[src/hcbc_pkg.sv]
// Package for the HSV colour blob counter.
// Holds the controller states, the command and status structs and fixed thresholds.
// No dependencies.
`default_nettype none
package hcbc_pkg;

    localparam int CNT_W = 20;
    localparam int ANG_W = 8;
    localparam int CFG_IDX_W = 3;
    localparam int NUM_W = 17;
    localparam int DEN_W = 9;
    localparam int QUO_W = 8;

    localparam logic [CFG_IDX_W-1:0] CFG_RED_LIMIT = 3'd0;
    localparam logic [CFG_IDX_W-1:0] CFG_YEL_LIMIT = 3'd1;
    localparam logic [CFG_IDX_W-1:0] CFG_BLU_LIMIT = 3'd2;
    localparam logic [CFG_IDX_W-1:0] CFG_RED_ANGLE = 3'd3;
    localparam logic [CFG_IDX_W-1:0] CFG_YEL_ANGLE = 3'd4;

    localparam logic [CNT_W-1:0] RST_RED_LIMIT = 20'd20000;
    localparam logic [CNT_W-1:0] RST_YEL_LIMIT = 20'd30000;
    localparam logic [CNT_W-1:0] RST_BLU_LIMIT = 20'd30000;
    localparam logic [ANG_W-1:0] RST_RED_ANGLE = 8'd170;
    localparam logic [ANG_W-1:0] RST_YEL_ANGLE = 8'd10;
    localparam logic [ANG_W-1:0] ANGLE_MAX = 8'd180;

    localparam logic [7:0] HUE_RED_LO = 8'd8;
    localparam logic [7:0] HUE_RED_HI = 8'd168;
    localparam logic [7:0] SAT_HIGH = 8'd100;
    localparam logic [7:0] HUE_YEL_LO = 8'd20;
    localparam logic [7:0] HUE_YEL_HI = 8'd40;
    localparam logic [7:0] SAT_YEL_LO = 8'd20;
    localparam logic [7:0] VAL_YEL_LO = 8'd50;
    localparam logic [7:0] HUE_BLU_LO = 8'd97;
    localparam logic [7:0] HUE_BLU_HI = 8'd117;
    localparam logic [7:0] VAL_BLU_LO = 8'd100;
    localparam logic [7:0] HUE_OFFSET = 8'd30;
    localparam logic [7:0] HUE_WRAP = 8'd150;

    typedef enum logic [2:0] {
        ST_IDLE,
        ST_S_START,
        ST_S_WAIT,
        ST_H_START,
        ST_H_WAIT,
        ST_FIN
    } t_state;

    typedef struct packed {
        logic load;
        logic div_start;
        logic div_sel_h;
        logic save_s;
        logic finish;
    } t_cmd;

    typedef struct packed {
        logic div_done;
        logic last;
        logic out_blocked;
    } t_sts;

endpackage
`default_nettype wire

[src/hcbc_div.sv]
// Restoring divider producing an 8-bit quotient, one bit per cycle.
// Uses hcbc_pkg for widths. Quotient is valid for numerator < 256 * divisor.
`default_nettype none
module hcbc_div (
    input  wire logic                         i_clk,
    input  wire logic                         i_rst_n,
    input  wire logic                         i_start,
    input  wire logic [hcbc_pkg::NUM_W-1:0]   i_num,
    input  wire logic [hcbc_pkg::DEN_W-1:0]   i_den,
    output logic                              o_done,
    output logic [hcbc_pkg::QUO_W-1:0]        o_quo
);
    localparam int DSH_W = hcbc_pkg::DEN_W + hcbc_pkg::QUO_W - 1;

    logic [hcbc_pkg::NUM_W-1:0] r_rem, n_rem;
    logic [DSH_W-1:0]           r_dsh;
    logic [hcbc_pkg::QUO_W-1:0] r_quo;
    logic [2:0]                 r_cnt;
    logic                       r_busy, r_done;
    logic                       fits;

    always_comb begin
        fits  = r_rem >= {{(hcbc_pkg::NUM_W-DSH_W){1'b0}}, r_dsh};
        n_rem = fits ? r_rem - {{(hcbc_pkg::NUM_W-DSH_W){1'b0}}, r_dsh} : r_rem;
    end

    always_ff @(posedge i_clk) begin
        if (!i_rst_n) begin
            r_busy <= 1'b0;
            r_done <= 1'b0;
            r_cnt  <= '0;
        end else begin
            r_done <= 1'b0;
            if (i_start) begin
                r_busy <= 1'b1;
                r_cnt  <= '0;
            end else if (r_busy) begin
                r_cnt <= r_cnt + 3'd1;
                if (r_cnt == 3'd7) begin
                    r_busy <= 1'b0;
                    r_done <= 1'b1;
                end
            end
        end
    end

    always_ff @(posedge i_clk) begin
        if (i_start) begin
            r_rem <= i_num;
            r_dsh <= {i_den, {(hcbc_pkg::QUO_W-1){1'b0}}};
            r_quo <= '0;
        end else if (r_busy) begin
            r_rem <= n_rem;
            r_dsh <= r_dsh >> 1;
            r_quo <= {r_quo[hcbc_pkg::QUO_W-2:0], fits};
        end
    end

    assign o_done = r_done;
    assign o_quo  = r_quo;
endmodule
`default_nettype wire

[src/hcbc_ctrl.sv]
// Controller state machine: sequences the saturation and hue divisions per pixel.
// Uses hcbc_pkg for the state type and the command and status structs.
`default_nettype none
module hcbc_ctrl (
    input  wire logic          i_clk,
    input  wire logic          i_rst_n,
    input  wire logic          i_pix_valid,
    output logic               o_pix_stall,
    input  wire hcbc_pkg::t_sts i_sts,
    output hcbc_pkg::t_cmd     o_cmd
);
    hcbc_pkg::t_state r_state, n_state;

    always_ff @(posedge i_clk) begin
        if (!i_rst_n) begin
            r_state <= hcbc_pkg::ST_IDLE;
        end else begin
            r_state <= n_state;
        end
    end

    always_comb begin
        n_state     = r_state;
        o_cmd       = '0;
        o_pix_stall = 1'b1;
        unique case (r_state)
            hcbc_pkg::ST_IDLE: begin
                o_pix_stall = 1'b0;
                if (i_pix_valid) begin
                    o_cmd.load = 1'b1;
                    n_state    = hcbc_pkg::ST_S_START;
                end
            end
            hcbc_pkg::ST_S_START: begin
                o_cmd.div_start = 1'b1;
                n_state         = hcbc_pkg::ST_S_WAIT;
            end
            hcbc_pkg::ST_S_WAIT: begin
                if (i_sts.div_done) begin
                    o_cmd.save_s = 1'b1;
                    n_state      = hcbc_pkg::ST_H_START;
                end
            end
            hcbc_pkg::ST_H_START: begin
                o_cmd.div_start = 1'b1;
                o_cmd.div_sel_h = 1'b1;
                n_state         = hcbc_pkg::ST_H_WAIT;
            end
            hcbc_pkg::ST_H_WAIT: begin
                o_cmd.div_sel_h = 1'b1;
                if (i_sts.div_done) begin
                    n_state = hcbc_pkg::ST_FIN;
                end
            end
            hcbc_pkg::ST_FIN: begin
                o_cmd.div_sel_h = 1'b1;
                if (!(i_sts.last && i_sts.out_blocked)) begin
                    o_cmd.finish = 1'b1;
                    n_state      = hcbc_pkg::ST_IDLE;
                end
            end
            default: n_state = hcbc_pkg::ST_IDLE;
        endcase
    end

`ifndef SYNTH
    a_accept_starts: assert property (@(posedge i_clk) disable iff (!i_rst_n)
        (i_pix_valid && !o_pix_stall) |=> (r_state == hcbc_pkg::ST_S_START))
        else $error("accepted pixel did not start the saturation division");
    a_done_in_wait: assert property (@(posedge i_clk) disable iff (!i_rst_n)
        i_sts.div_done |-> (r_state == hcbc_pkg::ST_S_WAIT || r_state == hcbc_pkg::ST_H_WAIT))
        else $error("divider finished outside a wait state");
    a_no_overwrite: assert property (@(posedge i_clk) disable iff (!i_rst_n)
        (o_cmd.finish && i_sts.last) |-> !i_sts.out_blocked)
        else $error("result would overwrite a pending result");
`endif
endmodule
`default_nettype wire

[src/hcbc_dp.sv]
// Datapath: HSV conversion, classification, saturating counters, config and result register.
// Uses hcbc_pkg and instantiates hcbc_div.
`default_nettype none
module hcbc_dp #(
    parameter int MAX_FRAME_PIXELS = 524288
) (
    input  wire logic                            i_clk,
    input  wire logic                            i_rst_n,
    input  wire hcbc_pkg::t_cmd                  i_cmd,
    output hcbc_pkg::t_sts                       o_sts,
    input  wire logic [7:0]                      i_pixel_blue,
    input  wire logic [7:0]                      i_pixel_green,
    input  wire logic [7:0]                      i_pixel_red,
    input  wire logic                            i_last_pixel,
    input  wire logic                            i_cfg_we,
    input  wire logic [hcbc_pkg::CFG_IDX_W-1:0]  i_cfg_index,
    input  wire logic [hcbc_pkg::CNT_W-1:0]      i_cfg_data,
    output logic                                 o_res_valid,
    input  wire logic                            i_res_stall,
    output logic [hcbc_pkg::CNT_W-1:0]           o_red_total,
    output logic [hcbc_pkg::CNT_W-1:0]           o_yellow_total,
    output logic [hcbc_pkg::CNT_W-1:0]           o_blue_total,
    output logic                                 o_red_found,
    output logic                                 o_yellow_found,
    output logic                                 o_blue_found,
    output logic                                 o_servo_valid,
    output logic [hcbc_pkg::ANG_W-1:0]           o_servo_angle
);
    localparam int CW = hcbc_pkg::CNT_W;
    localparam int CAP_INT = (MAX_FRAME_PIXELS > (2**CW - 1)) ? (2**CW - 1) : MAX_FRAME_PIXELS;
    localparam logic [CW-1:0] CNT_CAP = CW'(CAP_INT);

    logic [CW-1:0] r_red_lim, r_yel_lim, r_blu_lim;
    logic [7:0]    r_red_ang, r_yel_ang;
    logic [CW-1:0] r_red_cnt, r_yel_cnt, r_blu_cnt;
    logic [7:0]    r_v, r_diff, r_s;
    logic [10:0]   r_off;
    logic          r_last;
    logic [7:0]    mx, mn, dv;
    logic [10:0]   off;
    logic [hcbc_pkg::NUM_W-1:0] div_num;
    logic [hcbc_pkg::DEN_W-1:0] div_den;
    logic [7:0]    quo, h;
    logic          div_done;
    logic          is_red, is_yel, is_blu;
    logic [CW-1:0] n_red_cnt, n_yel_cnt, n_blu_cnt;
    logic          rf, yf, bf;
    logic [7:0]    ang;
    logic          r_out_valid;

    always_comb begin
        mx = i_pixel_red;
        mn = i_pixel_red;
        if (i_pixel_green > mx) mx = i_pixel_green;
        if (i_pixel_blue > mx)  mx = i_pixel_blue;
        if (i_pixel_green < mn) mn = i_pixel_green;
        if (i_pixel_blue < mn)  mn = i_pixel_blue;
        dv = mx - mn;
        // Sector numerator offset by one diff so it never goes negative.
        priority if (mx == i_pixel_red) begin
            off = 11'(i_pixel_green) + 11'(dv) - 11'(i_pixel_blue);
        end else if (mx == i_pixel_green) begin
            off = 11'(i_pixel_blue) + 11'(3 * 11'(dv)) - 11'(i_pixel_red);
        end else begin
            off = 11'(i_pixel_red) + 11'(5 * 11'(dv)) - 11'(i_pixel_green);
        end
    end

    always_ff @(posedge i_clk) begin
        if (i_cmd.load) begin
            r_v    <= mx;
            r_diff <= dv;
            r_off  <= off;
            r_last <= i_last_pixel;
        end
        if (i_cmd.save_s) begin
            r_s <= (r_v == 8'd0) ? 8'd0 : quo;
        end
    end

    always_comb begin
        if (i_cmd.div_sel_h) begin
            div_num = 17'(17'd60 * 17'(r_off)) + 17'(r_diff);
            div_den = {r_diff, 1'b0};
        end else begin
            div_num = 17'(17'd510 * 17'(r_diff)) + 17'(r_v);
            div_den = {r_v, 1'b0};
        end
    end

    hcbc_div u_div (
        .i_clk   (i_clk),
        .i_rst_n (i_rst_n),
        .i_start (i_cmd.div_start),
        .i_num   (div_num),
        .i_den   (div_den),
        .o_done  (div_done),
        .o_quo   (quo)
    );

    always_comb begin
        if (r_diff == 8'd0) begin
            h = 8'd0;
        end else if (quo < hcbc_pkg::HUE_OFFSET) begin
            h = quo + hcbc_pkg::HUE_WRAP;
        end else begin
            h = quo - hcbc_pkg::HUE_OFFSET;
        end
        is_red = (h < hcbc_pkg::HUE_RED_LO || h > hcbc_pkg::HUE_RED_HI)
                 && r_s > hcbc_pkg::SAT_HIGH;
        is_yel = h > hcbc_pkg::HUE_YEL_LO && h < hcbc_pkg::HUE_YEL_HI
                 && r_s > hcbc_pkg::SAT_YEL_LO && r_s < hcbc_pkg::SAT_HIGH
                 && r_v > hcbc_pkg::VAL_YEL_LO;
        is_blu = h > hcbc_pkg::HUE_BLU_LO && h < hcbc_pkg::HUE_BLU_HI
                 && r_s > hcbc_pkg::SAT_HIGH && r_v > hcbc_pkg::VAL_BLU_LO;
        n_red_cnt = (is_red && r_red_cnt < CNT_CAP) ? r_red_cnt + CW'(1) : r_red_cnt;
        n_yel_cnt = (is_yel && r_yel_cnt < CNT_CAP) ? r_yel_cnt + CW'(1) : r_yel_cnt;
        n_blu_cnt = (is_blu && r_blu_cnt < CNT_CAP) ? r_blu_cnt + CW'(1) : r_blu_cnt;
        rf = n_red_cnt > r_red_lim;
        yf = n_yel_cnt > r_yel_lim;
        bf = n_blu_cnt > r_blu_lim;
        if (yf)      ang = r_yel_ang;
        else if (rf) ang = r_red_ang;
        else         ang = 8'd0;
        if (ang > hcbc_pkg::ANGLE_MAX) ang = hcbc_pkg::ANGLE_MAX;
    end

    always_ff @(posedge i_clk) begin
        if (!i_rst_n) begin
            r_red_lim   <= hcbc_pkg::RST_RED_LIMIT;
            r_yel_lim   <= hcbc_pkg::RST_YEL_LIMIT;
            r_blu_lim   <= hcbc_pkg::RST_BLU_LIMIT;
            r_red_ang   <= hcbc_pkg::RST_RED_ANGLE;
            r_yel_ang   <= hcbc_pkg::RST_YEL_ANGLE;
            r_red_cnt   <= '0;
            r_yel_cnt   <= '0;
            r_blu_cnt   <= '0;
            r_out_valid <= 1'b0;
        end else begin
            if (i_cfg_we) begin
                unique case (i_cfg_index)
                    hcbc_pkg::CFG_RED_LIMIT: r_red_lim <= i_cfg_data;
                    hcbc_pkg::CFG_YEL_LIMIT: r_yel_lim <= i_cfg_data;
                    hcbc_pkg::CFG_BLU_LIMIT: r_blu_lim <= i_cfg_data;
                    hcbc_pkg::CFG_RED_ANGLE: r_red_ang <= i_cfg_data[7:0];
                    hcbc_pkg::CFG_YEL_ANGLE: r_yel_ang <= i_cfg_data[7:0];
                    default: ;
                endcase
            end
            // A new result may be loaded at the same edge as the old one transfers.
            if (i_cmd.finish && r_last) begin
                r_out_valid <= 1'b1;
            end else if (r_out_valid && !i_res_stall) begin
                r_out_valid <= 1'b0;
            end
            if (i_cmd.finish) begin
                if (r_last) begin
                    r_red_cnt   <= '0;
                    r_yel_cnt   <= '0;
                    r_blu_cnt   <= '0;
                end else begin
                    r_red_cnt <= n_red_cnt;
                    r_yel_cnt <= n_yel_cnt;
                    r_blu_cnt <= n_blu_cnt;
                end
            end
        end
    end

    always_ff @(posedge i_clk) begin
        if (i_cmd.finish && r_last) begin
            o_red_total    <= n_red_cnt;
            o_yellow_total <= n_yel_cnt;
            o_blue_total   <= n_blu_cnt;
            o_red_found    <= rf;
            o_yellow_found <= yf;
            o_blue_found   <= bf;
            o_servo_valid  <= rf | yf;
            o_servo_angle  <= ang;
        end
    end

    assign o_res_valid = r_out_valid;

    always_comb begin
        o_sts.div_done    = div_done;
        o_sts.last        = r_last;
        o_sts.out_blocked = r_out_valid & i_res_stall;
    end
endmodule
`default_nettype wire

[src/hsv_color_blob_counter.sv]
// HSV colour blob counter: per-frame red, yellow and blue pixel counts with servo command.
// Top level; instantiates hcbc_ctrl and hcbc_dp, uses hcbc_pkg.
//
// Usage:
//  - Pixel channel (i_pix_valid / o_pix_stall) takes one BGR pixel per transfer, with
//    i_last_pixel marking the end of a frame.
//  - Each pixel occupies the block until it is finished: one state takes it in, two divisions
//    (saturation, then hue) run on a single shared bit-serial divider (a start state, a
//    wait while it iterates bit by bit, and pickup of the quotient), and a finishing
//    state follows. The divider sets the rate; no new pixel is taken meanwhile.
//  - On the last pixel of a frame one result transfer appears on the result channel
//    (o_res_valid / i_res_stall) once the finishing state has registered the result;
//    the counters then restart at zero.
//  - The result register holds its value while the receiver stalls; further pixels
//    are taken meanwhile, and only the next last pixel waits until it is free.
//  - Configuration writes (i_cfg_valid / o_cfg_ready) are always ready and should be
//    made while no pixel is in progress.
//  - Synchronous reset clears the counters, loads the register defaults and drops
//    any pending result.
`default_nettype none
module hsv_color_blob_counter #(
    parameter int MAX_FRAME_PIXELS = 524288
) (
    input  wire logic                            i_clk,
    input  wire logic                            i_rst_n,
    input  wire logic                            i_pix_valid,
    output logic                                 o_pix_stall,
    input  wire logic [7:0]                      i_pixel_blue,
    input  wire logic [7:0]                      i_pixel_green,
    input  wire logic [7:0]                      i_pixel_red,
    input  wire logic                            i_last_pixel,
    input  wire logic                            i_cfg_valid,
    output logic                                 o_cfg_ready,
    input  wire logic [hcbc_pkg::CFG_IDX_W-1:0]  i_cfg_index,
    input  wire logic [hcbc_pkg::CNT_W-1:0]      i_cfg_data,
    output logic                                 o_res_valid,
    input  wire logic                            i_res_stall,
    output logic [hcbc_pkg::CNT_W-1:0]           o_red_total,
    output logic [hcbc_pkg::CNT_W-1:0]           o_yellow_total,
    output logic [hcbc_pkg::CNT_W-1:0]           o_blue_total,
    output logic                                 o_red_found,
    output logic                                 o_yellow_found,
    output logic                                 o_blue_found,
    output logic                                 o_servo_valid,
    output logic [hcbc_pkg::ANG_W-1:0]           o_servo_angle
);
    hcbc_pkg::t_cmd cmd;
    hcbc_pkg::t_sts sts;

    assign o_cfg_ready = 1'b1;

    hcbc_ctrl u_ctrl (
        .i_clk       (i_clk),
        .i_rst_n     (i_rst_n),
        .i_pix_valid (i_pix_valid),
        .o_pix_stall (o_pix_stall),
        .i_sts       (sts),
        .o_cmd       (cmd)
    );

    hcbc_dp #(
        .MAX_FRAME_PIXELS (MAX_FRAME_PIXELS)
    ) u_dp (
        .i_clk          (i_clk),
        .i_rst_n        (i_rst_n),
        .i_cmd          (cmd),
        .o_sts          (sts),
        .i_pixel_blue   (i_pixel_blue),
        .i_pixel_green  (i_pixel_green),
        .i_pixel_red    (i_pixel_red),
        .i_last_pixel   (i_last_pixel),
        .i_cfg_we       (i_cfg_valid & o_cfg_ready),
        .i_cfg_index    (i_cfg_index),
        .i_cfg_data     (i_cfg_data),
        .o_res_valid    (o_res_valid),
        .i_res_stall    (i_res_stall),
        .o_red_total    (o_red_total),
        .o_yellow_total (o_yellow_total),
        .o_blue_total   (o_blue_total),
        .o_red_found    (o_red_found),
        .o_yellow_found (o_yellow_found),
        .o_blue_found   (o_blue_found),
        .o_servo_valid  (o_servo_valid),
        .o_servo_angle  (o_servo_angle)
    );
endmodule
`default_nettype wire
[config.mk]
export PLATFORM = sky130hd
export DESIGN_NAME = hsv_color_blob_counter
export DESIGN_NICKNAME = d
export VERILOG_FILES = /design/src/hcbc_pkg.sv /design/src/hcbc_div.sv /design/src/hcbc_ctrl.sv /design/src/hcbc_dp.sv /design/src/hsv_color_blob_counter.sv
export SDC_FILE = /design/constraint.sdc
export NUM_CORES = 1
export LEC_CHECK = 0
export ABC_AREA = 1
export BUFFER_PORTS_ARGS = -buffer_cell sky130_fd_sc_hd__buf_2
export CORE_ASPECT_RATIO = 0.7
export CORE_UTILIZATION = 59
export CTS_CLUSTER_DIAMETER = 30
export CTS_CLUSTER_SIZE = 12
export DETAILED_ROUTE_END_ITERATION = 8
export HOLD_SLACK_MARGIN = 0.06
export PLACE_DENSITY = 0.86
export SLEW_MARGIN = 20
export SYNTH_ARGS = -nofsm -noshare
export SYNTH_HDL_FRONTEND = slang
export SYNTH_SLANG_ARGS = --single-unit
[constraint.sdc]
create_clock -name i_clk -period 10 [get_ports i_clk]
set_clock_uncertainty 0.05 [all_clocks]
set_input_delay 1.5 -clock i_clk [delete_from_list [all_inputs] [get_ports i_clk]]
set_output_delay 1.5 -clock i_clk [all_outputs]
set_load 0.01 [all_outputs]
Word level (Yosys, flattened, before mapping). Cells that the tools add are included.

Register bits: 294. Latch bits: 0. Bits in writable memories: 0. ROM bits: 0. Word-level logic and storage cells: 171. Memories kept: 0.

$add $sub $neg: 16. Multipliers: 4. Divide/modulo/power cells: 0. Magnitude comparators: 24. Eq/ne operators: 16. Shift-type cells: 0. Multiplexer cells: 43. Bitwise gates (word level): 4. Reductions and logical operators: 34.

Operators by type and width (count): $mux 20 (6); $mux 17 (4); $mux 8 (8); $add 20x1->20 const B (3); $gt 20x20->1 (3); $lt 20x20->1 const B (3); $add 17x8->17 (2); $sub 11x8->11 (3); $mux 16 (2); $gt 8x7->1 const B (3); $mux 11 (2); $pmux 3 s6 (1); $ge 17x16->1 (1); $sub 17x16->17 (1); $eq 8x8->1 (2); $gt 8x5->1 const B (2); $gt 8x8->1 (2); $gt 8x8->1 const B (2); $logic_not 8->1 (2); $lt 8x7->1 const B (2); $lt 8x8->1 (2); $mul 8x8->16 const A (1); $mul 4x11->15 const A (1); $mux 1 (15); 32 further kinds (68).

Longest topological paths before layout. Gate-level depths: netlist of the first run.

Depth in word-level cells: 13. Mapped depth: 55. Gate-level depth less buffers: 53.

Modules after synthesis. Synthesis of the first run repeated with hierarchy kept, for this count alone.

Cells, all modules: 2837. Area, all modules: 22123.7 µm².

Modules (own cells, without submodules): hcbc_dp (instances 1, cells an instance 2397, area an instance 18984.5 µm²); hcbc_div (instances 1, cells an instance 391, area an instance 2864.0 µm²); hcbc_ctrl (instances 1, cells an instance 47, area an instance 264.0 µm²); hsv_color_blob_counter (instances 1, cells an instance 2, area an instance 11.3 µm²).

Worst setup path before layout of the first run. OpenSTA, ideal clock, no wires.

Path kind: input to register. From: input port i_pixel_red[1]. To: register u_dp.r_off[10] (data pin). Library setup time: 0.258 ns. Arrival time: 8.243 ns. Slack: 1.448 ns. Stages: 47. Path buffers: 3. Path through: inv_1 ha_1 nand2_1 nand2_1 nand2_1 nand2_1 nand2_1 nand2_2 buf_6 clkbuf_1 o21ai_0 ha_1 a21oi_1 nor2_1 a211oi_1 nand2_2 buf_6 nor2_1 [11 not listed] nor2_1 nor2_1 inv_1 nand2_1 inv_1 nor2_1 inv_1 a21oi_1 o21ai_0 a21oi_1 nor2_1 nor2_1 o21bai_1 xor2_1 inv_1 nand4_1 nand3_1 a21oi_2.

Word-level cells in the longest chain between the ends: 10. Elaborated cells on any way between the ends: 21. Those cells by class: add/sub: 7; mul: 2; order compare: 4; eq/ne: 2; mux: 6.

Ends and longest elaborated chain: from (decl) (RTL line hsv_color_blob_counter.sv:30) `input wire logic [7:0] i_pixel_red,`; $gt 8x8->1 / $lt 8x8->1 (equally long branches) (RTL line hcbc_dp.sv:54, hcbc_dp.sv:56); $mux 8 (on tied branches) (RTL line hcbc_dp.sv:54, hcbc_dp.sv:56); $gt 8x8->1 / $lt 8x8->1 (equally long branches) (RTL line hcbc_dp.sv:55, hcbc_dp.sv:57); $mux 8 (on tied branches) (RTL line hcbc_dp.sv:55, hcbc_dp.sv:57); $sub 8x8->8 (*) (RTL line hcbc_dp.sv:58) `dv = mx - mn;`; named net u_dp.dv[1] (RTL line hcbc_dp.sv:39) `logic [7:0] mx, mn, dv;`; $mul 3x8->11 / $mul 2x8->10 (equally long branches) (RTL line hcbc_dp.sv:65, hcbc_dp.sv:63); $add 8x11->11 / $add 8x10->11 (equally long branches) (RTL line hcbc_dp.sv:65, hcbc_dp.sv:63); $sub 11x8->11 (on tied branches) (RTL line hcbc_dp.sv:65, hcbc_dp.sv:63); $mux 11 (RTL line hcbc_dp.sv:62) `end else if (mx == i_pixel_green) begin`; $mux 11 (*) (RTL line hcbc_dp.sv:60) `priority if (mx == i_pixel_red) begin`; named net u_dp.off[10] (RTL line hcbc_dp.sv:40) `logic [10:0] off;`; to (signal assigned) (RTL line hcbc_dp.sv:73) `r_off <= off;`; to (decl) (RTL line hcbc_dp.sv:37) `logic [10:0] r_off;`.

The timed path passes the listed nets; every way through them passes the cells marked *. A chain may end at the register's enable or synchronous reset.

Final worst setup path of the first run.
From: input port i_pixel_red[7]. To: register u_dp.r_off[10] (data pin).

Word-level cells in the longest chain between the ends: 10. Elaborated cells on any way between the ends: 21. Those cells by class: add/sub: 7; mul: 2; order compare: 4; eq/ne: 2; mux: 6.

Ends and longest elaborated chain: $gt 8x8->1 (RTL line hcbc_dp.sv:54) `if (i_pixel_green > mx) mx = i_pixel_green;`; $mux 8 (*) (RTL line hcbc_dp.sv:54); $gt 8x8->1 (RTL line hcbc_dp.sv:55) `if (i_pixel_blue > mx) mx = i_pixel_blue;`; $mux 8 (*) (RTL line hcbc_dp.sv:55); named net u_dp.mx[0] (RTL line hcbc_dp.sv:39); $sub 8x8->8 (*) (RTL line hcbc_dp.sv:58); named net u_dp.dv[1] (RTL line hcbc_dp.sv:39); $mul 3x8->11 / $mul 2x8->10 (equally long branches) (RTL line hcbc_dp.sv:65, hcbc_dp.sv:63); $add 8x11->11 / $add 8x10->11 (equally long branches) (RTL line hcbc_dp.sv:65, hcbc_dp.sv:63); $sub 11x8->11 (on tied branches) (RTL line hcbc_dp.sv:65, hcbc_dp.sv:63); $mux 11 (RTL line hcbc_dp.sv:62); $mux 11 (*) (RTL line hcbc_dp.sv:60); named net u_dp.off[10] (RTL line hcbc_dp.sv:40).

Marks and branches as above.

==> results.md, run 1 <==
Clock network:
- The clock latency of the later-clocked register in the worst-skew pair is 0.57 ns.
- Counting along the longest clock path gives a buffer depth of 3.
- The post-CTS setup-driven buffer insertion count is 0.
- The buffer type at the clock tree root is sky130_fd_sc_hd__clkbuf_16.
- After clock tree synthesis, the repair step resized 0 gates.
- TritonCTS built the clock tree.
- The number of H-tree levels is 2.
- The clock net in this run drives a total of 294 sinks.
- The clock-pin slew reported for the worst setup and hold paths after clock tree synthesis is 0.06 ns.
- For this design, the CTS-stage hold fixing added 0 buffers.
- The number of clock buffers added by TritonCTS is 48.

Yosys:
- The number of library cell types mapped by synthesis is 64.
- The number of storage elements in the synthesis netlist is 294.
- The simple-gate share of the synthesized area is 18.9%.
- Counting flops with an async set or reset pin after synthesis yields a share of 0%.
- The total standard cell area after synthesis is 0.0218 mm^2.
- Summing the areas of all xor and xnor instances in the mapped netlist gives 4.62% of the synthesized area.
- The synthesized design contains 134 enable-type register cells.
- The post-synthesis mux area share is 0%.
- Of the total synthesized cell area, the portion taken by full adders, half adders and majority gates is 20.1%.
- Sequential cells were found to cover 33.1% of the synthesized design area.
- Summing the areas of all compound-gate instances in the mapped netlist gives 13.5% of the synthesized area.
- The Yosys step of the flow raised 0 warnings.
- The most used flip-flop cell after synthesis is sky130_fd_sc_hd__dfxtp_1.
- Counting every net in the synthesized netlist gives 3111.
- Synthesis produced 2751 cells.
- After synthesis, the largest family of logic cells by area is adder cells.
- The post-synthesis average cell area is 7.94 um^2.

Floorplan:
- The floorplan step defined a core boundary enclosing 0.0362 mm^2.
- The die area is 0.0378 mm^2.
- Row generation in the floorplan step produced 58 rows.
- The starting density of the core is 60.3%.
- In this run the horizontal extent of the chip is 232 um.
- The number of I/O pins is 128.
- From bottom edge to top edge, the die measures 163 um.

Setup path:
- By startpoint and endpoint, the worst setup path is classified as primary input to flip-flop.
- The capturing element type of the critical path is a flip-flop.
- STA classifies the critical path startpoint as a primary input.
- STA puts the critical path data required time at 10.27 ns.
- The slack of the worst reg-to-reg path is 3.37 ns.
- The family with the most delay on the worst path is adder cells.
- In this run the worst setup path begins at i_pixel_red[7].
- The endpoint arrival time on the critical path is 9.32 ns.
- The largest incremental delay on the critical path is 0.56 ns.
- Of all nets on the critical path, the largest fanout is 20.
- The endpoint identified for the worst register-to-register timing path is u_dp.o_servo_angle[0].
- The startpoint identified for the worst register-to-register timing path is u_dp.r_diff[6].
- The most prevalent standard cell on the critical path is sky130_fd_sc_hd__inv_1.
- The master of the slowest instance on the critical path is sky130_fd_sc_hd__fa_1.
- Together, buffers and inverters on the worst path number 12.
- The worst reg-to-reg path cell count is 32.

Min path:
- In this run the most critical hold path is launched from u_dp.r_yel_cnt[17].
- The instance count along the most critical hold path is 2.
- The min-delay analysis places its worst path in the category flip-flop to flip-flop.
- The worst min-delay path endpoint is u_dp.r_yel_cnt[17].

Timing:
- Setup violations remaining at the end of the flow were counted as 0.
- The transition time at the pin with the least slew margin is 1.06 ns.
- For the finished layout, the period the worst path requires is 9.05 ns.
- The sum of negative setup slack is 0 ns.
- Based on the critical path, the design can be clocked at up to 110 MHz.
- The headroom to the max-slew limit is 29.2%.
- Setup repair after global routing left no endpoint under its margin.
- Once routing completed, OpenROAD measured the worst setup slack at 0.948 ns.
- The final period utilization is 90.5%.
- The hold violation total from the final report was 0.
- The final-report max-slew violation count was 0.

Drt:
- The first routing iteration left 2269 violations.
- In this run the remaining antenna-violating nets after routing total 0.
- In the routed design, unresolved DRC markers number 0.
- The number of vias in the routed layout is 19700.
- The first TritonRoute pass finished after 6 iterations.
- The via count normalized by instance count is 5.78.
- The routed length per instance is 18.4 um.
- The detailed-route wire length is 62700 um.

Final layout:
- Cells fill 68.2% of the core in the end.
- The sequential cells in the finished layout cover a total of 0.00723 mm^2.
- The final antenna diode count is 0.
- Summing all multi-input logic gate instances after layout gives 0.0125 mm^2.
- The net count of the finished layout is 3241.
- Counting the fill cells in the layout gives 2726.
- The finished cells cover 0.0247 mm^2.
- From synthesis to final layout, the design area changed by 13.0%.
- The share of cells above drive strength 1 is 11.0%.

GRT:
- The number of antenna violations at the first check in global routing is 1.
- The first-pass GRT wire length is 99000 um.
- For this run, the total global-route usage over all layers was measured as 33.3%.
- The number of global-route vias before repair is 18900.
- For this run the aggregate overflow at the end of global routing stands at 0.
- Entering global routing, the biggest net connects 81 pins.

Place:
- The congestion estimate from routability-driven global placement came to 0.946.
- Before CTS, the worst setup slack after placement is 0.399 ns.
- After legalization and detailed placement, the total HPWL measured 47100 um.
- The number of port buffers is 126.
- In this run the cell area measured after placement is 0.0229 mm^2.

Outcome:
- The run finished with clean final reports.

Job:
- Across the run, the number of max-cap violations was 0.
[through the flow]
stage | cells | hold WS, ns
after floorplan | 2751 | 0.375
after global placement | 3311 | 0.389
after detailed placement | 3311 | 0.397
after CTS | 3400 | 0.410
after global routing | 3400 | 0.432
final | 3400 | 0.415
[logic make-up (layout without fill, tap and decap cells)]
kind of cell	count (synthesis)	after routing
DFF	294	294
adders and majority gates	307	307
AOI/OAI and AO/OA	533	533
and+or+nand+nor	948	948
other	1	1
buffers and inverters	555	724
xor gates and xnor gates	113	113
[placed cells by master, fill, tap and decap left out, types with 7 or more instances in the layout]
cell type	netlist	layout
sky130_fd_sc_hd__inv_1	478	478
sky130_fd_sc_hd__a31oi_1	10	10
sky130_fd_sc_hd__o21ai_1	12	12
sky130_fd_sc_hd__nor2_2	9	10
sky130_fd_sc_hd__nand3b_1	8	8
sky130_fd_sc_hd__nand2_2	29	30
sky130_fd_sc_hd__nand3_1	106	106
sky130_fd_sc_hd__ha_1	235	235
sky130_fd_sc_hd__xor2_1	84	84
sky130_fd_sc_hd__inv_2	11	11
sky130_fd_sc_hd__dfxtp_1	160	160
sky130_fd_sc_hd__nand2_1	499	498
sky130_fd_sc_hd__nor3_1	16	16
sky130_fd_sc_hd__o21ai_0	171	171
sky130_fd_sc_hd__nor2_1	207	204
sky130_fd_sc_hd__xnor2_1	28	28
sky130_fd_sc_hd__or2_2	8	8
sky130_fd_sc_hd__o21bai_1	10	10
sky130_fd_sc_hd__o211ai_1	27	27
sky130_fd_sc_hd__buf_2	4	126
sky130_fd_sc_hd__buf_4	1	16
sky130_fd_sc_hd__fa_1	72	72
sky130_fd_sc_hd__inv_6	0	10
sky130_fd_sc_hd__clkbuf_16	0	50
sky130_fd_sc_hd__a21o_1	10	10
sky130_fd_sc_hd__a21oi_1	235	235
sky130_fd_sc_hd__a211oi_1	12	12
sky130_fd_sc_hd__o22ai_1	19	19
sky130_fd_sc_hd__nand3_2	7	7
sky130_fd_sc_hd__nand4_1	24	24
sky130_fd_sc_hd__nor4_1	12	11
sky130_fd_sc_hd__bufinv_16	0	9
sky130_fd_sc_hd__edfxtp_1	134	134
[registers in the layout, summed over array words and instances (netlist names), 11 cells and up]
name	flops
u_dp.r_red_cnt	20
u_dp.u_div.r_rem	17
u_dp.r_blu_cnt	20
u_dp.o_red_total	20
u_dp.r_yel_cnt	20
u_dp.o_yellow_total	20
u_dp.o_blue_total	20
u_dp.r_yel_lim	20
u_dp.u_div.r_dsh	16
u_dp.r_blu_lim	20
u_dp.r_off	11
u_dp.r_red_lim	20
[metal layers]
| metal | routed length, um | vias up | global-route usage, % |
|---|---|---|---|
| met5 | 13 | - | 0 |
| met4 | 2070 | 2 | 11.3 |
| met3 | 7100 | 185 | 8.28 |
| met2 | 26800 | 1049 | 50.4 |
| met1 | 26700 | 9138 | 46.4 |
| li1 | - | 9284 | - |
[worst max-delay path by stage]
stage                     end  slack, ns  cells after the start
6_report       u_dp.r_off[10]       0.95                     47
5_1_grt        u_dp.r_off[10]       0.21                     47
4_1_cts        u_dp.r_off[10]       0.98                     47
3_5_place_dp   u_dp.r_off[10]       0.40                     47
3_3_place_gp   u_dp.r_off[10]       0.53                     47
2_1_floorplan  u_dp.r_off[10]       1.45                     47
[synth_stat cells, types with 9 or more instances]
master	instances	share of area (%)
sky130_fd_sc_hd__nand2_1	499	8.6
sky130_fd_sc_hd__inv_1	478	8.2
sky130_fd_sc_hd__a21oi_1	235	5.4
sky130_fd_sc_hd__ha_1	235	13
sky130_fd_sc_hd__nor2_1	207	3.6
sky130_fd_sc_hd__o21ai_0	171	3.9
sky130_fd_sc_hd__dfxtp_1	160	15
sky130_fd_sc_hd__edfxtp_1	134	18
sky130_fd_sc_hd__nand3_1	106	2.4
sky130_fd_sc_hd__xor2_1	84	3.4
sky130_fd_sc_hd__fa_1	72	6.6
sky130_fd_sc_hd__clkbuf_1	47	0.81
sky130_fd_sc_hd__nand2_2	29	0.83
sky130_fd_sc_hd__xnor2_1	28	1.1
sky130_fd_sc_hd__o211ai_1	27	0.93
sky130_fd_sc_hd__nand4_1	24	0.69
sky130_fd_sc_hd__o22ai_1	19	0.54
sky130_fd_sc_hd__nor3_1	16	0.37
sky130_fd_sc_hd__a211oi_1	12	0.41
sky130_fd_sc_hd__nor4_1	12	0.34
sky130_fd_sc_hd__o21ai_1	12	0.27
sky130_fd_sc_hd__inv_2	11	0.19
sky130_fd_sc_hd__a21o_1	10	0.34
sky130_fd_sc_hd__a31oi_1	10	0.29
sky130_fd_sc_hd__o21bai_1	10	0.34
sky130_fd_sc_hd__nor2_2	9	0.26
[worst min-delay path, cell delays in order, from the launching register on]
cell and delay (ns):
sky130_fd_sc_hd__dfxtp_1 0.30, sky130_fd_sc_hd__nand2_1 0.06, sky130_fd_sc_hd__a21oi_1 0.05
[cell type report]
class,instances,area share (%)
multi-input cells,1902,50.6
repair buffers,142,3.04
well taps,480,2.43
inverters,493,7.50
clock buffers,52,5.10
flip-flops and latches,294,29.3
clock inverters,37,2.02
Power of run 1 is not shown: default switching activity piles up to over one toggle a cycle in this logic, so the estimate is an artifact.
==> inputs of run 2 (changes only) <==
--- a/config.mk
+++ b/config.mk
@@ -13,8 +13,9 @@
 export CTS_CLUSTER_SIZE = 12
 export DETAILED_ROUTE_END_ITERATION = 8
 export HOLD_SLACK_MARGIN = 0.06
-export PLACE_DENSITY = 0.86
+export PLACE_DENSITY = 0.77
 export SLEW_MARGIN = 20
 export SYNTH_ARGS = -nofsm -noshare
 export SYNTH_HDL_FRONTEND = slang
 export SYNTH_SLANG_ARGS = --single-unit
+export TNS_END_PERCENT = 50
==> constraint.sdc (replaced) <==
create_clock -name i_clk -period 10 [get_ports i_clk]
set_clock_uncertainty 0.05 [all_clocks]
set_input_delay 1.5 -clock i_clk [delete_from_list [all_inputs] [get_ports i_clk]]
set_output_delay 1.5 -clock i_clk [all_outputs]
set_load 0.005 [all_outputs]
==> run 2 against run 1 <==
  * Register-to-register slack got worse by 0.05 ns
  * Via count shrank 3.4%
  * Setup slack better by 0.33 ns
  * Non-clock buffer count decreased by 2
  * Core utilization is 0.21 points higher
  * Fmax increased by 3.7%
  * Die area is the same
  * Critical path depth unchanged
  * Critical path type unchanged
  * Highest routed layer unchanged
==> results.md, run 2 (synthesis results as in run 1) <==
Timing:
- In this run the tightest slew margin relative to its limit is 30.3%.
- The maximum frequency from static timing analysis is 115 MHz.
- The final period utilization is 87.3%.
- The hold violation total from the final report was 0.
- Setup violations remaining at the end of the flow were counted as 0.
- Setup repair after global routing left no endpoint under its margin.
- In the final timing run, aggregate negative setup slack is 0 ns.
- The final-report max-slew violation count is 0.
- Hold timing on the final database bottoms out at a slack of 0.401 ns.
- The routed design could run at a clock period as short as 8.73 ns.
- For the pin with the worst max-slew slack, the measured transition is 1.04 ns.

Final layout:
- At the end of the flow, the number of nets in the layout was 3242.
- In the final layout, the share of cells above drive strength 1 is 11.0%.
- The filler cells instantiated in the layout total 2872.
- The library cell used most frequently in the layout, excluding fill and tap cells, is sky130_fd_sc_hd__nand2_1.
- The area occupied by multi-input gates is 0.0125 mm^2.
- The synthesis-to-layout area growth is 13.4%.
- The repair_antennas step left the layout with diodes totalling 0.
- Summing all non-filler instances in the final layout gives an area of 0.0248 mm^2.
- Registers take 0.00723 mm^2.
- In the layout the commonest cells are sky130_fd_sc_hd__nand2_1 (498), sky130_fd_sc_hd__inv_1 (478), sky130_fd_sc_hd__a21oi_1 (235), sky130_fd_sc_hd__ha_1 (235), sky130_fd_sc_hd__nor2_1 (204).

Setup path:
- The slack of the worst reg-to-reg path is 3.32 ns.
- The largest individual stage delay along the critical path comes from the cell sky130_fd_sc_hd__fa_1.
- The most critical setup path has its startpoint at i_pixel_red[7].
- The endpoint arrival time on the critical path is 9.00 ns.
- The type of the worst setup path is primary input to flip-flop.
- The largest incremental delay on the critical path is 0.58 ns.
- STA classifies the critical path endpoint as a flip-flop.
- The most prevalent standard cell on the critical path is sky130_fd_sc_hd__inv_1.
- Of all nets on the critical path, the largest fanout is 15.
- STA classifies the critical path startpoint as a primary input.
- The worst register-to-register path ends at u_dp.o_servo_angle[3].
- The required arrival time at the worst endpoint is 10.27 ns.
- Counting cells, the worst reg-to-reg path comes to 31.
- In this run the critical register-to-register path is launched from u_dp.r_diff[6].
- In this run the worst setup path terminates at u_dp.r_off[10].

GRT:
- The number of global-route vias before repair is 18000.
- In the global route stage, overall resource usage came out at 31.6%.
- The first global-routing pass estimated 94100 um of wire.
- The number of antenna violations at the first check in global routing is 1.
- The pin count of the biggest net entering global routing is 81.
- Summed over all layers, the global routing overflow is 0.

Clock network:
- For this design, the sink count on the clock tree is 294.
- In this run, post-CTS hold repair placed 0 buffers.
- The number of H-tree levels is 2.
- Post-CTS repair changed the size of 0 cells.
- The clock tree buffer depth is 3.
- The buffer type at the clock tree root is sky130_fd_sc_hd__clkbuf_16.
- The number of buffers added by the clock tree synthesis step is 51.
- After clock tree synthesis, the clock-pin slew on the worst setup and hold paths is 0.05 ns.
- Buffers added to address setup during post-CTS repair amount to 0.
- At the later pin of the worst-skew pair, clock insertion delay measures 0.59 ns.
- TritonCTS built the clock tree.

Drt:
- The number of iterations in the first detailed-routing pass is 6.
- The detailed router's first-iteration violation count is 1860.
- The count of nets left with antenna violations after detail routing is 0.
- Dividing the detail-routed wire length by the instance count gives 17.6 um.
- The detailed-route wire length is 59800 um.
- After detailed routing, the number of remaining DRC violations is 0.
- The routed layout has 19000 vias.
- The via count normalized by instance count is 5.58.

Floorplan:
- The die is 163 um tall.
- The area of the core is 0.0362 mm^2.
- During I/O placement, the number of pins put on the boundary was 128.
- The initial utilization of the core area, before any placement, comes to 60.3%.
- In this run the horizontal extent of the chip is 232 um.
- The die area is 0.0378 mm^2.
- The number of standard-cell rows in the floorplan is 58.

Job:
- Across the run, the number of max-cap violations was 0.

Min path:
- The path category of the worst min-delay check is flip-flop to flip-flop.

Place:
- After legalization and detailed placement, the total HPWL measured 46000 um.
- The final RePlAce weighted congestion is 0.915.
- The standard cell area after detailed placement is 0.0229 mm^2.
- The number of port buffers is 126.

Outcome:
- The flow ran to the end, and the final reports show no timing, DRC or antenna violations.
-- run 2: cell types whose count changed in the layout (fill, tap and decap cells not counted), moves of 2 or more --
cell	change
sky130_fd_sc_hd__clkbuf_16	+5
sky130_fd_sc_hd__bufinv_16	-4
sky130_fd_sc_hd__clkinv_2	+4
sky130_fd_sc_hd__inv_6	-4
sky130_fd_sc_hd__clkbuf_8	+3
sky130_fd_sc_hd__buf_4	-2
sky130_fd_sc_hd__clkinv_16	+2
sky130_fd_sc_hd__clkinv_4	+2
-- run 2: routing by layer --
metal  up-vias  global-route usage (%)  part of all wire, %
li1       9293                       -                    -
met1      8844                    46.6                   47
met2       740                    45.6                   41
met3       116                    7.72                  9.5
met4         2                    8.94                  2.4
met5         -                       0                0.025
-- run 2: how the worst min path moves through the flow --
stage	from	endpoint	slack [ns]	depth (start not counted)
6_report	u_dp.r_red_ang[2]	u_dp.r_red_ang[2]	0.40	2
5_1_grt	u_dp.r_red_ang[0]	u_dp.r_red_ang[0]	0.42	2
4_1_cts	u_dp.r_red_ang[2]	u_dp.r_red_ang[2]	0.40	2
3_5_place_dp	u_dp.r_red_ang[1]	u_dp.r_red_ang[1]	0.39	2
3_3_place_gp	u_dp.r_red_ang[6]	u_dp.r_red_ang[6]	0.38	2
2_1_floorplan	u_dp.r_red_ang[0]	u_dp.r_red_ang[0]	0.37	2
-- run 2: per-stage QoR --
stage | setup WS, ns | util, % | std cells
detailed placement | 0.740 | 63.3 | 3309
global placement | 0.945 | 63.3 | 3309
finish | 1.27 | 68.4 | 3405
global route | 0.645 | 68.4 | 3405
CTS | 1.33 | 68.4 | 3405
floorplan | 1.45 | - | 2751
-- run 2: final cells by class --
type	instances	share of cell area, %
multi-input combinational	1902	50.5
sequential	294	29.2
inverter	493	7.47
clock buffer	61	5.77
timing repair buffer	140	2.97
tap	480	2.43
clock inverter	35	1.69
-- run 2: critical path: cells and delay by family --
| family | cells | cell delay, ns |
|---|---|---|
| xor gates and xnor gates | 1 | 0.15 |
| AOI/OAI and AO/OA | 8 | 1.35 |
| and+or+nand+nor | 18 | 1.96 |
| adders and majority gates | 8 | 3.07 |
| buffers and inverters | 12 | 0.98 |
Power of run 2 is left out for the same reason.
